--- src/ddl_source_tokenizer_defines.svh ---
// Assertion helpers used by the top-level tokenizer file.
`ifndef DDL_SOURCE_TOKENIZER_DEFINES_SVH
`define DDL_SOURCE_TOKENIZER_DEFINES_SVH

// Same-cycle implication under the synchronous reset.
`define DDL_ASSERT_NOW(lbl, ck, rn, ante, cons) \
  lbl: assert property (@(posedge ck) disable iff (!rn) (ante) |-> (cons)) \
    else $error("ddl tokenizer check failed");

// Next-cycle implication under the synchronous reset.
`define DDL_ASSERT_NEXT(lbl, ck, rn, ante, cons) \
  lbl: assert property (@(posedge ck) disable iff (!rn) (ante) |=> (cons)) \
    else $error("ddl tokenizer check failed");

`endif

--- src/ddl_tok_pkg.sv ---
package ddl_tok_pkg;

  // scanner modes
  localparam logic [4:0] M_IDLE  = 5'd0;
  localparam logic [4:0] M_ZERO  = 5'd1;
  localparam logic [4:0] M_HEX   = 5'd2;
  localparam logic [4:0] M_BIN   = 5'd3;
  localparam logic [4:0] M_OCT   = 5'd4;
  localparam logic [4:0] M_DEC   = 5'd5;
  localparam logic [4:0] M_FRAC  = 5'd6;
  localparam logic [4:0] M_EXP0  = 5'd7;
  localparam logic [4:0] M_EXPS  = 5'd8;
  localparam logic [4:0] M_EXPD  = 5'd9;
  localparam logic [4:0] M_IDENT = 5'd10;
  localparam logic [4:0] M_LIT   = 5'd11;
  localparam logic [4:0] M_SLASH = 5'd12;
  localparam logic [4:0] M_LCOM  = 5'd13;
  localparam logic [4:0] M_BCOM  = 5'd14;
  localparam logic [4:0] M_BSTAR = 5'd15;
  localparam logic [4:0] M_PAIR  = 5'd16;
  localparam logic [4:0] M_DWORD = 5'd17;
  localparam logic [4:0] M_DSP1  = 5'd18;
  localparam logic [4:0] M_DNUM  = 5'd19;
  localparam logic [4:0] M_DSP2  = 5'd20;
  localparam logic [4:0] M_DNAME = 5'd21;

  // token kinds
  localparam logic [4:0] TK_EOF    = 5'd0;
  localparam logic [4:0] TK_IDENT  = 5'd1;
  localparam logic [4:0] TK_LIT    = 5'd2;
  localparam logic [4:0] TK_DEC    = 5'd3;
  localparam logic [4:0] TK_HEX    = 5'd4;
  localparam logic [4:0] TK_OCT    = 5'd5;
  localparam logic [4:0] TK_BIN    = 5'd6;
  localparam logic [4:0] TK_REAL   = 5'd7;
  localparam logic [4:0] TK_OROR   = 5'd8;
  localparam logic [4:0] TK_ANDAND = 5'd9;
  localparam logic [4:0] TK_EQEQ   = 5'd10;
  localparam logic [4:0] TK_NE     = 5'd11;
  localparam logic [4:0] TK_LE     = 5'd12;
  localparam logic [4:0] TK_GE     = 5'd13;
  localparam logic [4:0] TK_SHL    = 5'd14;
  localparam logic [4:0] TK_SHR    = 5'd15;
  localparam logic [4:0] TK_SINGLE = 5'd16;

  // error codes
  localparam logic [2:0] E_NONE      = 3'd0;
  localparam logic [2:0] E_NUMBER    = 3'd1;
  localparam logic [2:0] E_RESERVED  = 3'd2;
  localparam logic [2:0] E_LITERAL   = 3'd3;
  localparam logic [2:0] E_COMMENT   = 3'd4;
  localparam logic [2:0] E_DIRECTIVE = 3'd5;
  localparam logic [2:0] E_CHAR      = 3'd6;

  // input kinds
  localparam logic KIND_BYTE = 1'b0;
  localparam logic KIND_END  = 1'b1;

  localparam logic [19:0] LINE_MAX       = 20'hFFFFF;
  localparam logic [19:0] LINE_MAX_DIV10 = 20'd104857;
  localparam logic [2:0]  WORD_DONE      = 3'd4;
  localparam logic [2:0]  WORD_BAD       = 3'd5;

  typedef struct packed {
    logic space;
    logic digit;
    logic alpha;
    logic hexd;
    logic octd;
    logic single;
    logic pairc;
  } char_class_t;

  typedef struct packed {
    logic        kind;
    logic [7:0]  ch;
    char_class_t cls;
  } item_t;

  typedef struct packed {
    logic [4:0]  token_kind;
    logic [7:0]  char_code;
    logic [19:0] start_offset;
    logic [20:0] lexeme_length;
    logic [19:0] line_number;
    logic [19:0] file_start;
    logic [20:0] file_length;
    logic [2:0]  error_code;
    logic        last_of_run;
  } res_t;

  typedef struct packed {
    logic [1:0] cnt;
    res_t       r0;
    res_t       r1;
  } push_t;

  typedef struct packed {
    logic [2:0] count;
  } oq_stat_t;

  function automatic char_class_t classify(input logic [7:0] c);
    char_class_t k;
    k.space  = (c == " ") || (c >= 8'd9 && c <= 8'd13);
    k.digit  = (c >= "0" && c <= "9");
    k.alpha  = (c >= "a" && c <= "z") || (c >= "A" && c <= "Z") || (c == "_");
    k.hexd   = k.digit || (c >= "a" && c <= "f") || (c >= "A" && c <= "F");
    k.octd   = (c >= "0" && c <= "7");
    k.single = (c == ",") || (c == "{") || (c == "}") || (c == "[") || (c == "]") ||
               (c == "(") || (c == ")") || (c == ";") || (c == "?") || (c == ":") ||
               (c == ".") || (c == "^") || (c == "+") || (c == "-") || (c == "*") ||
               (c == "%") || (c == "~");
    k.pairc  = (c == "|") || (c == "&") || (c == "=") || (c == "!") || (c == "<") ||
               (c == ">");
    return k;
  endfunction

  function automatic logic [4:0] pair_code(input logic [7:0] p, input logic [7:0] c);
    logic [4:0] k;
    k = TK_EOF;
    if (p == "|" && c == "|") k = TK_OROR;
    else if (p == "&" && c == "&") k = TK_ANDAND;
    else if (p == "=" && c == "=") k = TK_EQEQ;
    else if (p == "!" && c == "=") k = TK_NE;
    else if (p == "<" && c == "=") k = TK_LE;
    else if (p == ">" && c == "=") k = TK_GE;
    else if (p == "<" && c == "<") k = TK_SHL;
    else if (p == ">" && c == ">") k = TK_SHR;
    return k;
  endfunction

  function automatic logic [7:0] word_char(input logic [2:0] pos);
    logic [7:0] w;
    unique case (pos)
      3'd0:    w = "l";
      3'd1:    w = "i";
      3'd2:    w = "n";
      3'd3:    w = "e";
      default: w = 8'd0;
    endcase
    return w;
  endfunction

  function automatic logic [20:0] span(input logic [20:0] a, input logic [20:0] b);
    return (b > a) ? (b - a) : 21'd0;
  endfunction

  function automatic res_t mk_res(input logic [4:0] kind, input logic [7:0] ch,
                                  input logic [19:0] start, input logic [20:0] len,
                                  input logic [19:0] line, input logic [19:0] fs,
                                  input logic [20:0] fl, input logic [2:0] err);
    res_t r;
    r.token_kind    = kind;
    r.char_code     = ch;
    r.start_offset  = start;
    r.lexeme_length = len;
    r.line_number   = line;
    r.file_start    = fs;
    r.file_length   = fl;
    r.error_code    = err;
    r.last_of_run   = 1'b0;
    return r;
  endfunction

endpackage

--- src/ddl_source_tokenizer.sv ---
// Streaming tokenizer for a C-like data-definition language.
// Input channel (in_valid/in_ready): one request per source byte, in_kind 0,
// then a request with in_kind 1 to close the buffer. Each request yields zero,
// one or two tokens on the output channel (out_valid/out_ready); the last
// token of a request carries out_last_of_run. Every error is sticky: later
// bytes give nothing until the end request, which silently rearms the scanner.
// Configuration: cfg_we writes cfg_wdata into reject_double_underscore; write
// it only while the block is idle.
// Throughput: one request per cycle while the output side drains; the front
// queue (two entries, with byte classification) and the result queue (four
// entries) let each side stall on its own. The scanner takes a request only
// when the result queue has room for two tokens.
// Path: an accepted request is registered in the front queue; the scanner
// scans it combinationally into the registered result queue, waiting while
// that queue lacks room, and its tokens are offered from there.
// Reset (rst_n low, synchronous): both queues empty, scanner idle at offset
// zero, line one, no file name, register cleared. When out_ready is low,
// results collect in the result queue; the scanner stops once it holds more
// than two, in_ready drops once the front queue fills, and nothing is lost.
module ddl_source_tokenizer import ddl_tok_pkg::*; #(
  parameter longint unsigned MAX_BYTES = 1048576
) (
  input  logic        clk,
  input  logic        rst_n,
  input  logic        cfg_we,
  input  logic        cfg_wdata,
  input  logic        in_valid,
  output logic        in_ready,
  input  logic        in_kind,
  input  logic [7:0]  in_source_byte,
  output logic        out_valid,
  input  logic        out_ready,
  output logic [4:0]  out_token_kind,
  output logic [7:0]  out_char_code,
  output logic [19:0] out_start_offset,
  output logic [20:0] out_lexeme_length,
  output logic [19:0] out_line_number,
  output logic [19:0] out_file_start,
  output logic [20:0] out_file_length,
  output logic [2:0]  out_error_code,
  output logic        out_last_of_run
);

  `include "ddl_source_tokenizer_defines.svh"

  // saturation point of offsets
  localparam logic [19:0] OFF_MAX = ((MAX_BYTES - 64'd1) < 64'hFFFFF) ?
                                    20'(MAX_BYTES - 64'd1) : 20'hFFFFF;

  logic     reject_du_r;
  logic     item_valid, item_ready, take;
  item_t    item;
  oq_stat_t oq_stat;
  push_t    push;
  res_t     head;

  // hold the configuration bit until rewritten
  always_ff @(posedge clk) begin
    if (!rst_n) reject_du_r <= 1'b0;
    else if (cfg_we) reject_du_r <= cfg_wdata;
  end

  ddl_tok_front u_front (
    .clk, .rst_n, .in_valid, .in_ready, .in_kind, .in_source_byte,
    .item_valid, .item_ready, .item
  );

  ddl_tok_core #(.OFF_MAX(OFF_MAX)) u_core (
    .clk, .rst_n, .reject_du(reject_du_r), .item_valid, .item_ready, .item,
    .oq_stat, .push, .take
  );

  ddl_tok_outq u_outq (
    .clk, .rst_n, .push, .stat(oq_stat), .out_valid, .out_ready, .head
  );

  assign out_token_kind    = head.token_kind;
  assign out_char_code     = head.char_code;
  assign out_start_offset  = head.start_offset;
  assign out_lexeme_length = head.lexeme_length;
  assign out_line_number   = head.line_number;
  assign out_file_start    = head.file_start;
  assign out_file_length   = head.file_length;
  assign out_error_code    = head.error_code;
  assign out_last_of_run   = head.last_of_run;

  `DDL_ASSERT_NOW(a_take_room, clk, rst_n, take, oq_stat.count <= 3'd2)
  `DDL_ASSERT_NOW(a_err_kind, clk, rst_n, out_valid && out_error_code != E_NONE,
                  out_token_kind == TK_EOF)
  `DDL_ASSERT_NOW(a_kind_range, clk, rst_n, out_valid, out_token_kind <= TK_SINGLE)
  `DDL_ASSERT_NEXT(a_queue_fill, clk, rst_n, take && push.cnt == 2'd2,
                   oq_stat.count >= 3'd2)

endmodule

--- src/ddl_tok_front.sv ---
module ddl_tok_front import ddl_tok_pkg::*; (
  input  logic       clk,
  input  logic       rst_n,
  input  logic       in_valid,
  output logic       in_ready,
  input  logic       in_kind,
  input  logic [7:0] in_source_byte,
  output logic       item_valid,
  input  logic       item_ready,
  output item_t      item
);

  item_t      q_r [2];
  logic       wp_r, rp_r;
  logic [1:0] cnt_r;
  logic       push, pop;
  item_t      new_item;

  assign in_ready   = (cnt_r != 2'd2);
  assign item_valid = (cnt_r != 2'd0);
  assign item       = q_r[rp_r];
  assign push       = in_valid && in_ready;
  assign pop        = item_valid && item_ready;

  always_comb begin
    new_item.kind = in_kind;
    new_item.ch   = in_source_byte;
    new_item.cls  = classify(in_source_byte);
  end

  always_ff @(posedge clk) begin
    if (push) q_r[wp_r] <= new_item;
    if (!rst_n) begin
      wp_r  <= 1'b0;
      rp_r  <= 1'b0;
      cnt_r <= 2'd0;
    end else begin
      if (push) wp_r <= ~wp_r;
      if (pop)  rp_r <= ~rp_r;
      cnt_r <= cnt_r + {1'b0, push} - {1'b0, pop};
    end
  end

endmodule

--- src/ddl_tok_core.sv ---
module ddl_tok_core import ddl_tok_pkg::*; #(
  parameter logic [19:0] OFF_MAX = 20'hFFFFF
) (
  input  logic     clk,
  input  logic     rst_n,
  input  logic     reject_du,
  input  logic     item_valid,
  output logic     item_ready,
  input  item_t    item,
  input  oq_stat_t oq_stat,
  output push_t    push,
  output logic     take
);

  logic [4:0]  mode_r;
  logic [19:0] coff_r, tstart_r, cline_r, tline_r, dval_r, nstart_r;
  logic [20:0] nlen_r;
  logic [7:0]  oq_r, pchar_r;
  logic [1:0]  lu_r;
  logic [2:0]  wpos_r;
  logic        halted_r, owed_r;

  logic [4:0]  mode;
  logic [19:0] coff, tstart, cline, tline, dval, nstart;
  logic [20:0] nlen;
  logic [7:0]  oq, pchar;
  logic [1:0]  lu;
  logic [2:0]  wpos;
  logic        halted, owed;
  logic [1:0]  n;
  res_t        r0, r1, pres;
  logic        pv, done, consumed, fin;
  logic [24:0] k;
  logic [4:0]  pk;
  logic [7:0]  c;
  char_class_t cl;

  assign item_ready = (oq_stat.count <= 3'd2);
  assign take       = item_valid && item_ready;

  always_comb begin
    mode = mode_r; coff = coff_r; tstart = tstart_r; cline = cline_r; tline = tline_r;
    dval = dval_r; nstart = nstart_r; nlen = nlen_r; oq = oq_r; pchar = pchar_r;
    lu = lu_r; wpos = wpos_r; halted = halted_r; owed = owed_r;
    n = 2'd0; r0 = '0; r1 = '0; pres = '0; pv = 1'b0; done = 1'b0; consumed = 1'b1;
    fin = 1'b0; k = '0; pk = '0;
    c  = item.ch;
    cl = item.cls;
    if (item.kind == KIND_BYTE) begin
      if (!halted_r) begin
        // up to three passes: a byte that closes a token is seen again from idle
        for (int p = 0; p < 3; p++) begin
          if (!done) begin
            pv = 1'b0;
            consumed = 1'b1;
            unique case (mode)
              M_IDLE: begin
                tstart = coff;
                tline  = cline;
                if (cl.space) begin
                end else if (c == "0") mode = M_ZERO;
                else if (cl.digit) mode = M_DEC;
                else if (cl.alpha) begin
                  mode = M_IDENT;
                  lu   = (c == "_") ? 2'd1 : 2'd0;
                end else if (c == 8'h22 || c == 8'h27) begin
                  mode = M_LIT;
                  oq   = c;
                end else if (cl.single) begin
                  pv = 1'b1;
                  pres = mk_res(TK_SINGLE, c, tstart, 21'd1, tline, nstart, nlen, E_NONE);
                end else if (c == "/") mode = M_SLASH;
                else if (cl.pairc) begin
                  mode  = M_PAIR;
                  pchar = c;
                end else if (c == "#") begin
                  mode = M_DWORD;
                  wpos = 3'd0;
                end else begin
                  pv = 1'b1;
                  pres = mk_res(TK_EOF, c, coff, 21'd1, cline, nstart, nlen, E_CHAR);
                  halted = 1'b1;
                end
              end
              M_ZERO: begin
                if (c == "x") mode = M_HEX;
                else if (c == "b") mode = M_BIN;
                else if (cl.octd) mode = M_OCT;
                else if (cl.digit) mode = M_DEC;
                else if (c == ".") mode = M_FRAC;
                else if (c == "e" || c == "E") mode = M_EXP0;
                else if (c == "f") begin
                  pv = 1'b1; mode = M_IDLE;
                  pres = mk_res(TK_REAL, 8'd0, tstart, span({1'b0, tstart}, {1'b0, coff}) + 21'd1,
                                tline, nstart, nlen, E_NONE);
                end else begin
                  pv = 1'b1; mode = M_IDLE; consumed = 1'b0;
                  pres = mk_res(TK_DEC, 8'd0, tstart, span({1'b0, tstart}, {1'b0, coff}),
                                tline, nstart, nlen, E_NONE);
                end
              end
              M_HEX, M_BIN, M_OCT: begin
                if (mode == M_HEX) pk = TK_HEX;
                else if (mode == M_BIN) pk = TK_BIN;
                else pk = TK_OCT;
                if ((mode == M_HEX && cl.hexd) || (mode == M_BIN && (c == "0" || c == "1")) ||
                    (mode == M_OCT && cl.octd)) begin
                end else begin
                  pv = 1'b1; mode = M_IDLE; consumed = 1'b0;
                  pres = mk_res(pk, 8'd0, tstart, span({1'b0, tstart}, {1'b0, coff}),
                                tline, nstart, nlen, E_NONE);
                end
              end
              M_DEC, M_FRAC: begin
                if (cl.digit) begin
                end else if (c == "." && mode == M_DEC) mode = M_FRAC;
                else if (c == "e" || c == "E") mode = M_EXP0;
                else if (c == "f") begin
                  pv = 1'b1; mode = M_IDLE;
                  pres = mk_res(TK_REAL, 8'd0, tstart, span({1'b0, tstart}, {1'b0, coff}) + 21'd1,
                                tline, nstart, nlen, E_NONE);
                end else begin
                  pk = (mode == M_DEC) ? TK_DEC : TK_REAL;
                  pv = 1'b1; mode = M_IDLE; consumed = 1'b0;
                  pres = mk_res(pk, 8'd0, tstart, span({1'b0, tstart}, {1'b0, coff}),
                                tline, nstart, nlen, E_NONE);
                end
              end
              M_EXP0, M_EXPS: begin
                if (mode == M_EXP0 && (c == "+" || c == "-")) mode = M_EXPS;
                else if (cl.digit) mode = M_EXPD;
                else begin
                  pv = 1'b1; mode = M_IDLE; halted = 1'b1;
                  pres = mk_res(TK_EOF, 8'd0, tstart, span({1'b0, tstart}, {1'b0, coff}),
                                tline, nstart, nlen, E_NUMBER);
                end
              end
              M_EXPD: begin
                if (cl.digit) begin
                end else if (c == "f") begin
                  pv = 1'b1; mode = M_IDLE;
                  pres = mk_res(TK_REAL, 8'd0, tstart, span({1'b0, tstart}, {1'b0, coff}) + 21'd1,
                                tline, nstart, nlen, E_NONE);
                end else begin
                  pv = 1'b1; mode = M_IDLE; consumed = 1'b0;
                  pres = mk_res(TK_REAL, 8'd0, tstart, span({1'b0, tstart}, {1'b0, coff}),
                                tline, nstart, nlen, E_NONE);
                end
              end
              M_IDENT: begin
                if (cl.alpha || cl.digit) begin
                  if (c == "_" && lu == 2'd1 && span({1'b0, tstart}, {1'b0, coff}) == 21'd1)
                    lu = 2'd2;
                end else if (reject_du && lu == 2'd2) begin
                  pv = 1'b1; mode = M_IDLE; halted = 1'b1;
                  pres = mk_res(TK_EOF, 8'd0, tstart, span({1'b0, tstart}, {1'b0, coff}),
                                tline, nstart, nlen, E_RESERVED);
                end else begin
                  pv = 1'b1; mode = M_IDLE; consumed = 1'b0;
                  pres = mk_res(TK_IDENT, 8'd0, tstart, span({1'b0, tstart}, {1'b0, coff}),
                                tline, nstart, nlen, E_NONE);
                end
              end
              M_LIT: begin
                if (c == oq) begin
                  pv = 1'b1; mode = M_IDLE;
                  pres = mk_res(TK_LIT, 8'd0, (tstart < OFF_MAX) ? tstart + 20'd1 : OFF_MAX,
                                span({1'b0, tstart} + 21'd1, {1'b0, coff}),
                                tline, nstart, nlen, E_NONE);
                end
              end
              M_SLASH: begin
                if (c == "/") mode = M_LCOM;
                else if (c == "*") mode = M_BCOM;
                else begin
                  pv = 1'b1; mode = M_IDLE; consumed = 1'b0;
                  pres = mk_res(TK_SINGLE, "/", tstart, 21'd1, tline, nstart, nlen, E_NONE);
                end
              end
              M_LCOM: begin
                if (c == 8'h0A) begin
                  mode = M_IDLE; consumed = 1'b0;
                end
              end
              M_BCOM: begin
                if (c == "*") mode = M_BSTAR;
              end
              M_BSTAR: begin
                if (c == "/") mode = M_IDLE;
                else if (c != "*") mode = M_BCOM;
              end
              M_PAIR: begin
                pk = pair_code(pchar, c);
                pv = 1'b1; mode = M_IDLE;
                if (pk != TK_EOF) begin
                  pres = mk_res(pk, 8'd0, tstart, 21'd2, tline, nstart, nlen, E_NONE);
                end else begin
                  consumed = 1'b0;
                  pres = mk_res(TK_SINGLE, pchar, tstart, 21'd1, tline, nstart, nlen, E_NONE);
                end
              end
              M_DWORD: begin
                if (cl.space) begin
                  if (wpos == WORD_DONE) mode = M_DSP1;
                  else begin
                    pv = 1'b1; mode = M_IDLE; halted = 1'b1;
                    pres = mk_res(TK_EOF, 8'd0, tstart, span({1'b0, tstart}, {1'b0, coff}),
                                  tline, nstart, nlen, E_DIRECTIVE);
                  end
                end else if (wpos < WORD_DONE && c == word_char(wpos)) wpos = wpos + 3'd1;
                else wpos = WORD_BAD;
              end
              M_DSP1: begin
                if (!cl.space) begin
                  dval = 20'd0; mode = M_DNUM; consumed = 1'b0;
                end
              end
              M_DNUM: begin
                if (cl.digit) begin
                  k = 25'(dval) * 25'd10 + 25'(c - "0");
                  dval = (dval > LINE_MAX_DIV10 || k > 25'(LINE_MAX)) ? LINE_MAX : k[19:0];
                end else begin
                  // the newline closing the directive brings the counter to the number
                  if (dval == 20'd0) begin
                    cline = 20'd0; owed = 1'b1;
                  end else begin
                    cline = dval - 20'd1; owed = 1'b0;
                  end
                  mode = M_DSP2; consumed = 1'b0;
                end
              end
              M_DSP2: begin
                if (!cl.space) begin
                  dval = (coff < OFF_MAX) ? coff + 20'd1 : OFF_MAX;
                  mode = M_DNAME;
                end
              end
              M_DNAME: begin
                if (c == 8'h22) begin
                  nstart = dval;
                  nlen   = span({1'b0, dval}, {1'b0, coff});
                  mode   = M_IDLE;
                end
              end
              default: begin
                mode = M_IDLE; consumed = 1'b0;
              end
            endcase
            if (pv) begin
              if (n == 2'd0) r0 = pres;
              else r1 = pres;
              n = n + 2'd1;
            end
            if (consumed || halted) done = 1'b1;
          end
        end
        if (!halted) begin
          if (c == 8'h0A) begin
            if (owed) owed = 1'b0;
            else if (cline < LINE_MAX) cline = cline + 20'd1;
          end
          coff = (coff < OFF_MAX) ? coff + 20'd1 : OFF_MAX;
        end
      end
    end else begin
      if (!halted_r) begin
        fin = 1'b1;
        pv  = 1'b1;
        unique case (mode)
          M_ZERO, M_DEC: pres = mk_res(TK_DEC, 8'd0, tstart,
                                       span({1'b0, tstart}, {1'b0, coff}), tline, nstart, nlen,
                                       E_NONE);
          M_HEX: pres = mk_res(TK_HEX, 8'd0, tstart, span({1'b0, tstart}, {1'b0, coff}), tline,
                               nstart, nlen, E_NONE);
          M_BIN: pres = mk_res(TK_BIN, 8'd0, tstart, span({1'b0, tstart}, {1'b0, coff}), tline,
                               nstart, nlen, E_NONE);
          M_OCT: pres = mk_res(TK_OCT, 8'd0, tstart, span({1'b0, tstart}, {1'b0, coff}), tline,
                               nstart, nlen, E_NONE);
          M_FRAC, M_EXPD: pres = mk_res(TK_REAL, 8'd0, tstart,
                                        span({1'b0, tstart}, {1'b0, coff}), tline, nstart, nlen,
                                        E_NONE);
          M_EXP0, M_EXPS: begin
            fin = 1'b0;
            pres = mk_res(TK_EOF, 8'd0, tstart, span({1'b0, tstart}, {1'b0, coff}), tline,
                          nstart, nlen, E_NUMBER);
          end
          M_IDENT: begin
            if (reject_du && lu == 2'd2) begin
              fin = 1'b0;
              pres = mk_res(TK_EOF, 8'd0, tstart, span({1'b0, tstart}, {1'b0, coff}), tline,
                            nstart, nlen, E_RESERVED);
            end else begin
              pres = mk_res(TK_IDENT, 8'd0, tstart, span({1'b0, tstart}, {1'b0, coff}), tline,
                            nstart, nlen, E_NONE);
            end
          end
          M_LIT: begin
            fin = 1'b0;
            pres = mk_res(TK_EOF, 8'd0, tstart, span({1'b0, tstart}, {1'b0, coff}), tline,
                          nstart, nlen, E_LITERAL);
          end
          M_BCOM, M_BSTAR: begin
            fin = 1'b0;
            pres = mk_res(TK_EOF, 8'd0, tstart, span({1'b0, tstart}, {1'b0, coff}), tline,
                          nstart, nlen, E_COMMENT);
          end
          M_SLASH: pres = mk_res(TK_SINGLE, "/", tstart, 21'd1, tline, nstart, nlen, E_NONE);
          M_PAIR:  pres = mk_res(TK_SINGLE, pchar, tstart, 21'd1, tline, nstart, nlen, E_NONE);
          M_DWORD, M_DSP1, M_DNUM, M_DSP2, M_DNAME: begin
            fin = 1'b0;
            pres = mk_res(TK_EOF, 8'd0, tstart, span({1'b0, tstart}, {1'b0, coff}), tline,
                          nstart, nlen, E_DIRECTIVE);
          end
          default: pv = 1'b0;
        endcase
        if (pv) begin
          r0 = pres;
          n  = 2'd1;
        end
        if (fin || !pv) begin
          if (n == 2'd0) r0 = mk_res(TK_EOF, 8'd0, coff, 21'd0, cline, nstart, nlen, E_NONE);
          else r1 = mk_res(TK_EOF, 8'd0, coff, 21'd0, cline, nstart, nlen, E_NONE);
          n = n + 2'd1;
        end
      end
    end
    r0.last_of_run = (n == 2'd1);
    r1.last_of_run = 1'b1;
  end

  always_comb begin
    push.cnt = take ? n : 2'd0;
    push.r0  = r0;
    push.r1  = r1;
  end

  always_ff @(posedge clk) begin
    if (!rst_n || (take && item.kind == KIND_END)) begin
      mode_r <= M_IDLE; coff_r <= 20'd0; tstart_r <= 20'd0;
      cline_r <= 20'd1; tline_r <= 20'd1; oq_r <= 8'd0; lu_r <= 2'd0;
      dval_r <= 20'd0; nstart_r <= 20'd0; nlen_r <= 21'd0; halted_r <= 1'b0;
      pchar_r <= 8'd0; wpos_r <= 3'd0; owed_r <= 1'b0;
    end else if (take) begin
      mode_r <= mode; coff_r <= coff; tstart_r <= tstart; cline_r <= cline;
      tline_r <= tline; oq_r <= oq; lu_r <= lu; dval_r <= dval; nstart_r <= nstart;
      nlen_r <= nlen; halted_r <= halted; pchar_r <= pchar; wpos_r <= wpos; owed_r <= owed;
    end
  end

endmodule

--- src/ddl_tok_outq.sv ---
module ddl_tok_outq import ddl_tok_pkg::*; (
  input  logic     clk,
  input  logic     rst_n,
  input  push_t    push,
  output oq_stat_t stat,
  output logic     out_valid,
  input  logic     out_ready,
  output res_t     head
);

  res_t       q_r [4];
  logic [1:0] wp_r, rp_r;
  logic [2:0] cnt_r;
  logic       pop;

  assign out_valid  = (cnt_r != 3'd0);
  assign head       = q_r[rp_r];
  assign pop        = out_valid && out_ready;
  assign stat.count = cnt_r;

  always_ff @(posedge clk) begin
    if (push.cnt != 2'd0) q_r[wp_r] <= push.r0;
    if (push.cnt == 2'd2) q_r[wp_r + 2'd1] <= push.r1;
    if (!rst_n) begin
      wp_r  <= 2'd0;
      rp_r  <= 2'd0;
      cnt_r <= 3'd0;
    end else begin
      wp_r  <= wp_r + push.cnt;
      if (pop) rp_r <= rp_r + 2'd1;
      cnt_r <= cnt_r + {1'b0, push.cnt} - {2'b0, pop};
    end
  end

endmodule
--- config.mk ---
export PLATFORM = sky130hd
export DESIGN_NAME = ddl_source_tokenizer
export DESIGN_NICKNAME = d
export VERILOG_FILES = /design/src/ddl_tok_pkg.sv /design/src/ddl_source_tokenizer.sv /design/src/ddl_tok_front.sv /design/src/ddl_tok_core.sv /design/src/ddl_tok_outq.sv
export VERILOG_INCLUDE_DIRS = /design/src /design/src/src
export SDC_FILE = /design/constraint.sdc
export NUM_CORES = 2
export LEC_CHECK = 0
export BUFFER_PORTS_ARGS = -buffer_cell sky130_fd_sc_hd__buf_4
export CAP_MARGIN = 40
export CORE_MARGIN = 2
export CORE_UTILIZATION = 43
export CTS_CLUSTER_DIAMETER = 150
export DETAILED_ROUTE_END_ITERATION = 12
export SLEW_MARGIN = 20
export SYNTH_ARGS = -nofsm -noshare
export SYNTH_HDL_FRONTEND = slang
export SYNTH_SLANG_ARGS = --single-unit
--- constraint.sdc ---
create_clock -name clk -period 19.2 [get_ports clk]
set_input_delay 1.92 -clock clk [delete_from_list [all_inputs] [get_ports clk]]
set_output_delay 1.92 -clock clk [all_outputs]
set_load 0.01 [all_outputs]
==> qor.yml <==
sta:
  holdWs_ps: 472
  rsz0062_at_grt: "false"
  final-max-slew-violation-count: 0
  max_slew_margin: 0.222
  clock.fmax_mhz: 69.5
  post-route-min-period_ps: 14400
  hold_viol_final: 0
  setup_tns_ps: 0
  post-route-period-util: 0.750
  worst_pin_slew_ps: 1170
  clock_skew_ps: 35.4
  setup_ws_ps: 4800
  finalSetupViolCount: 0
critical_path:
  required_ps: 19740
  arrival_ps: 14940
  cp_max_fo: 9
  slowest_delay_ps: 600
  crit_top_cell: "a21oi_1"
  cp_slowest_cell: "a221oi_1"
  critPathKind: "register to register"
  end_kind: "register"
  startpoint_type: "register"
worst_hold_path:
  worstHoldPathType: "register to register"
clock_tree:
  post_cts_buffers: 0
  clock-sinks: 692
  cts_resized: 0
  cts_root_buffer: "clkbuf_16"
  cts-buffers-inserted: 83
  clkTransAtPathRegs_ps: 60
  hold_buffers: 0
  clockBufferDepth: 3
  tritoncts: "yes"
  insertion_delay_ps: 690
  cts-htree-levels: 3
power:
  p_leak_nw: 19.8
  ir_worst_vdd_uv: 150
  cellPowerDensity_nw_per_um2: 195
  power_mw: 11.1
status:
  status: "finished, final reports clean"
synthesis:
  synth_nets: 6141
  syn_area_sq_um: 51200
  syn_avg_cell_area_sq_um: 8.67
  ys.flop_type: "edfxtp_1"
  synth_xor_area_frac: 0.0350
  synth_compound_area_frac: 0.256
  yosysSeqAreaShare: 0.369
  synthSimpleGateAreaFrac: 0.174
  synth.area.mux_share: 0.0669
  ys_warn_count: 0
  synthArstFlopShare: 0
  synth_edf_count: 504
  synthAdderAreaFrac: 0.0534
  synth.distinct_cells: 116
  synth_top_family_by_area: "compound AO/OA/AOI/OAI gates"
  syn-instance-count: 5912
  synth-seq-cells: 692
route:
  detail-route-antenna-nets: 0
  drt-wirelength-per-cell_um: 29.0
  via_per_inst: 6.82
  wl_met1_um: 86900
  drt_iter0_markers: 7069
  drc: 0
  wl_um: 218000
  vias: 51100
  routed.top_layer: "met5"
  wl_met2_um: 94200
  wl_met3_um: 25000
  dr.pass1.iters: 9
floorplanning:
  die_h_um: 349
  boundaryPins: 136
  dieArea_sq_um: 122000
  initial_utilization: 0.434
  num_rows: 126
  dieWidth_um: 349
  core_sq_um: 118000
place:
  place_ws_ps: 4970
  dp_hpwl_um: 153000
  place_congestion: 1.05
  port_buffers: 135
global_route:
  grt_antenna_before_repair: 5
  grtUsageTotal: 0.346
  grt_pass1_wl_um: 318000
  grt_pass1_vias: 46900
  grt_max_degree: 70
  grt.overflow.total: 0
cells_and_area:
  nNetsFinal: 6122
  area_growth_pct: 11.6
  drive_gt1_frac: 0.114
run:
  maxCapViolations: 0
## synth_stat cells, types with 44 or more instances
master | n | area share
and2_1 | 46 | 0.0056
nor3_1 | 124 | 0.012
mux4_2 | 119 | 0.052
xnor2_1 | 148 | 0.025
nand2b_1 | 48 | 0.0059
buf_2 | 44 | 0.0043
nand3_1 | 150 | 0.015
mux2i_1 | 58 | 0.011
nand4_1 | 51 | 0.0062
edfxtp_1 | 504 | 0.30
clkbuf_1 | 341 | 0.025
a21oi_1 | 543 | 0.053
or3_1 | 45 | 0.0055
inv_1 | 174 | 0.013
ha_1 | 206 | 0.050
dfxtp_1 | 188 | 0.073
nand2_1 | 607 | 0.044
a211oi_1 | 91 | 0.013
o22ai_1 | 354 | 0.043
a22o_1 | 45 | 0.0077
a21o_1 | 55 | 0.0081
xor2_1 | 57 | 0.0097
o21ai_0 | 399 | 0.039
and3_1 | 45 | 0.0055
a22oi_1 | 115 | 0.017
nor2_1 | 654 | 0.048
## metal layers
metal,GRT usage,up-vias
met5,0,-
met4,0.162,4
met3,0.0715,646
met2,0.522,3401
met1,0.473,24700
li1,-,22400
## flip-flops by register name, summed over array words and instances (netlist names), 2 cells and up, named ones only
name / count
u_core.oq_r: 8
u_core.nlen_r: 21
u_core.wpos_r: 3
u_core.mode_r: 5
u_outq.wp_r: 2
u_outq.q_r: 476
u_core.cline_r: 20
u_outq.stat: 3
u_front.cnt_r: 2
u_core.dval_r: 20
u_front.q_r: 32
u_core.lu_r: 2
u_core.tline_r: 20
u_core.coff_r: 20
u_outq.rp_r: 2
u_core.pchar_r: 8
u_core.nstart_r: 20
u_core.tstart_r: 20
## layout make-up
cell class	instances	area, sq um
diodes	1	2.50
clock buffers	113	2250
clock inverters	42	417
fillers	11200	60900
inverters	178	668
multi-input cells	4610	30300
flip-flops and latches	692	18900
well taps	1536	1920
repair buffers	328	2750
## power breakdown
part           switching [mW]  total, mW  internal (mW)
clock                   0.682       1.57          0.885
combinational            5.02       7.36           2.34
sequential              0.217       2.22           2.00
total                    5.92       11.1           5.23
## critical path: cells and delay by family (launching register included)
family | cells | cell delay, ps
AO/OA/AOI/OAI | 36 | 7530
AND/OR/NAND/NOR | 16 | 3320
adder cells (fa/ha/maj) | 8 | 2360
flip-flops | 1 | 530
buffers and inverters | 3 | 380
XOR/XNOR | 1 | 120
## cells by family (layout without fill, tap and decap cells)
kind of cell	after synthesis	count (layout)
AOI/OAI and AO/OA	2057	2057
xor gates and xnor gates	205	205
adders and majority gates	214	214
buffers and inverters	610	661
DFF	692	692
muxes	192	192
other	0	1
and+or+nand+nor	1942	1942
## path summary, 6_finish.rpt
| path | startpoint | end | slack, ps | cells past startpoint |
|---|---|---|---|---|
| max reg2reg | u_core.dval_r[3] | u_core.dval_r[11] | 4800 | 64 |
| min | u_outq.q_r[3][0] | u_outq.q_r[3][0] | 470 | 1 |
| min reg2reg | u_outq.q_r[3][0] | u_outq.q_r[3][0] | 470 | 1 |
| max | u_core.dval_r[3] | u_core.dval_r[11] | 4800 | 64 |
## placed cells by master, fill, tap and decap left out, types with 51 or more instances in the layout
cell type	n
mux4_2	119
xnor2_1	148
nor2_1	648
edfxtp_1	504
dfxtp_1	185
a21oi_1	542
nand3_1	146
a21o_1	55
nor3_1	122
nand4_1	51
o21ai_0	395
a211oi_1	91
buf_4	291
xor2_1	57
ha_1	206
nand2_1	593
a22oi_1	115
o22ai_1	354
clkbuf_16	84
mux2i_1	55
inv_1	174
## per-stage QoR
step,instance area (sq um),std cells,utilization
final,57200,7500,0.484
after global routing,57200,7499,0.484
after CTS,57000,7488,0.483
after detailed placement,54300,7333,0.460
after global placement,53900,7300,0.456
after floorplan,51200,5912,-
(Power assumes the default switching activity.)
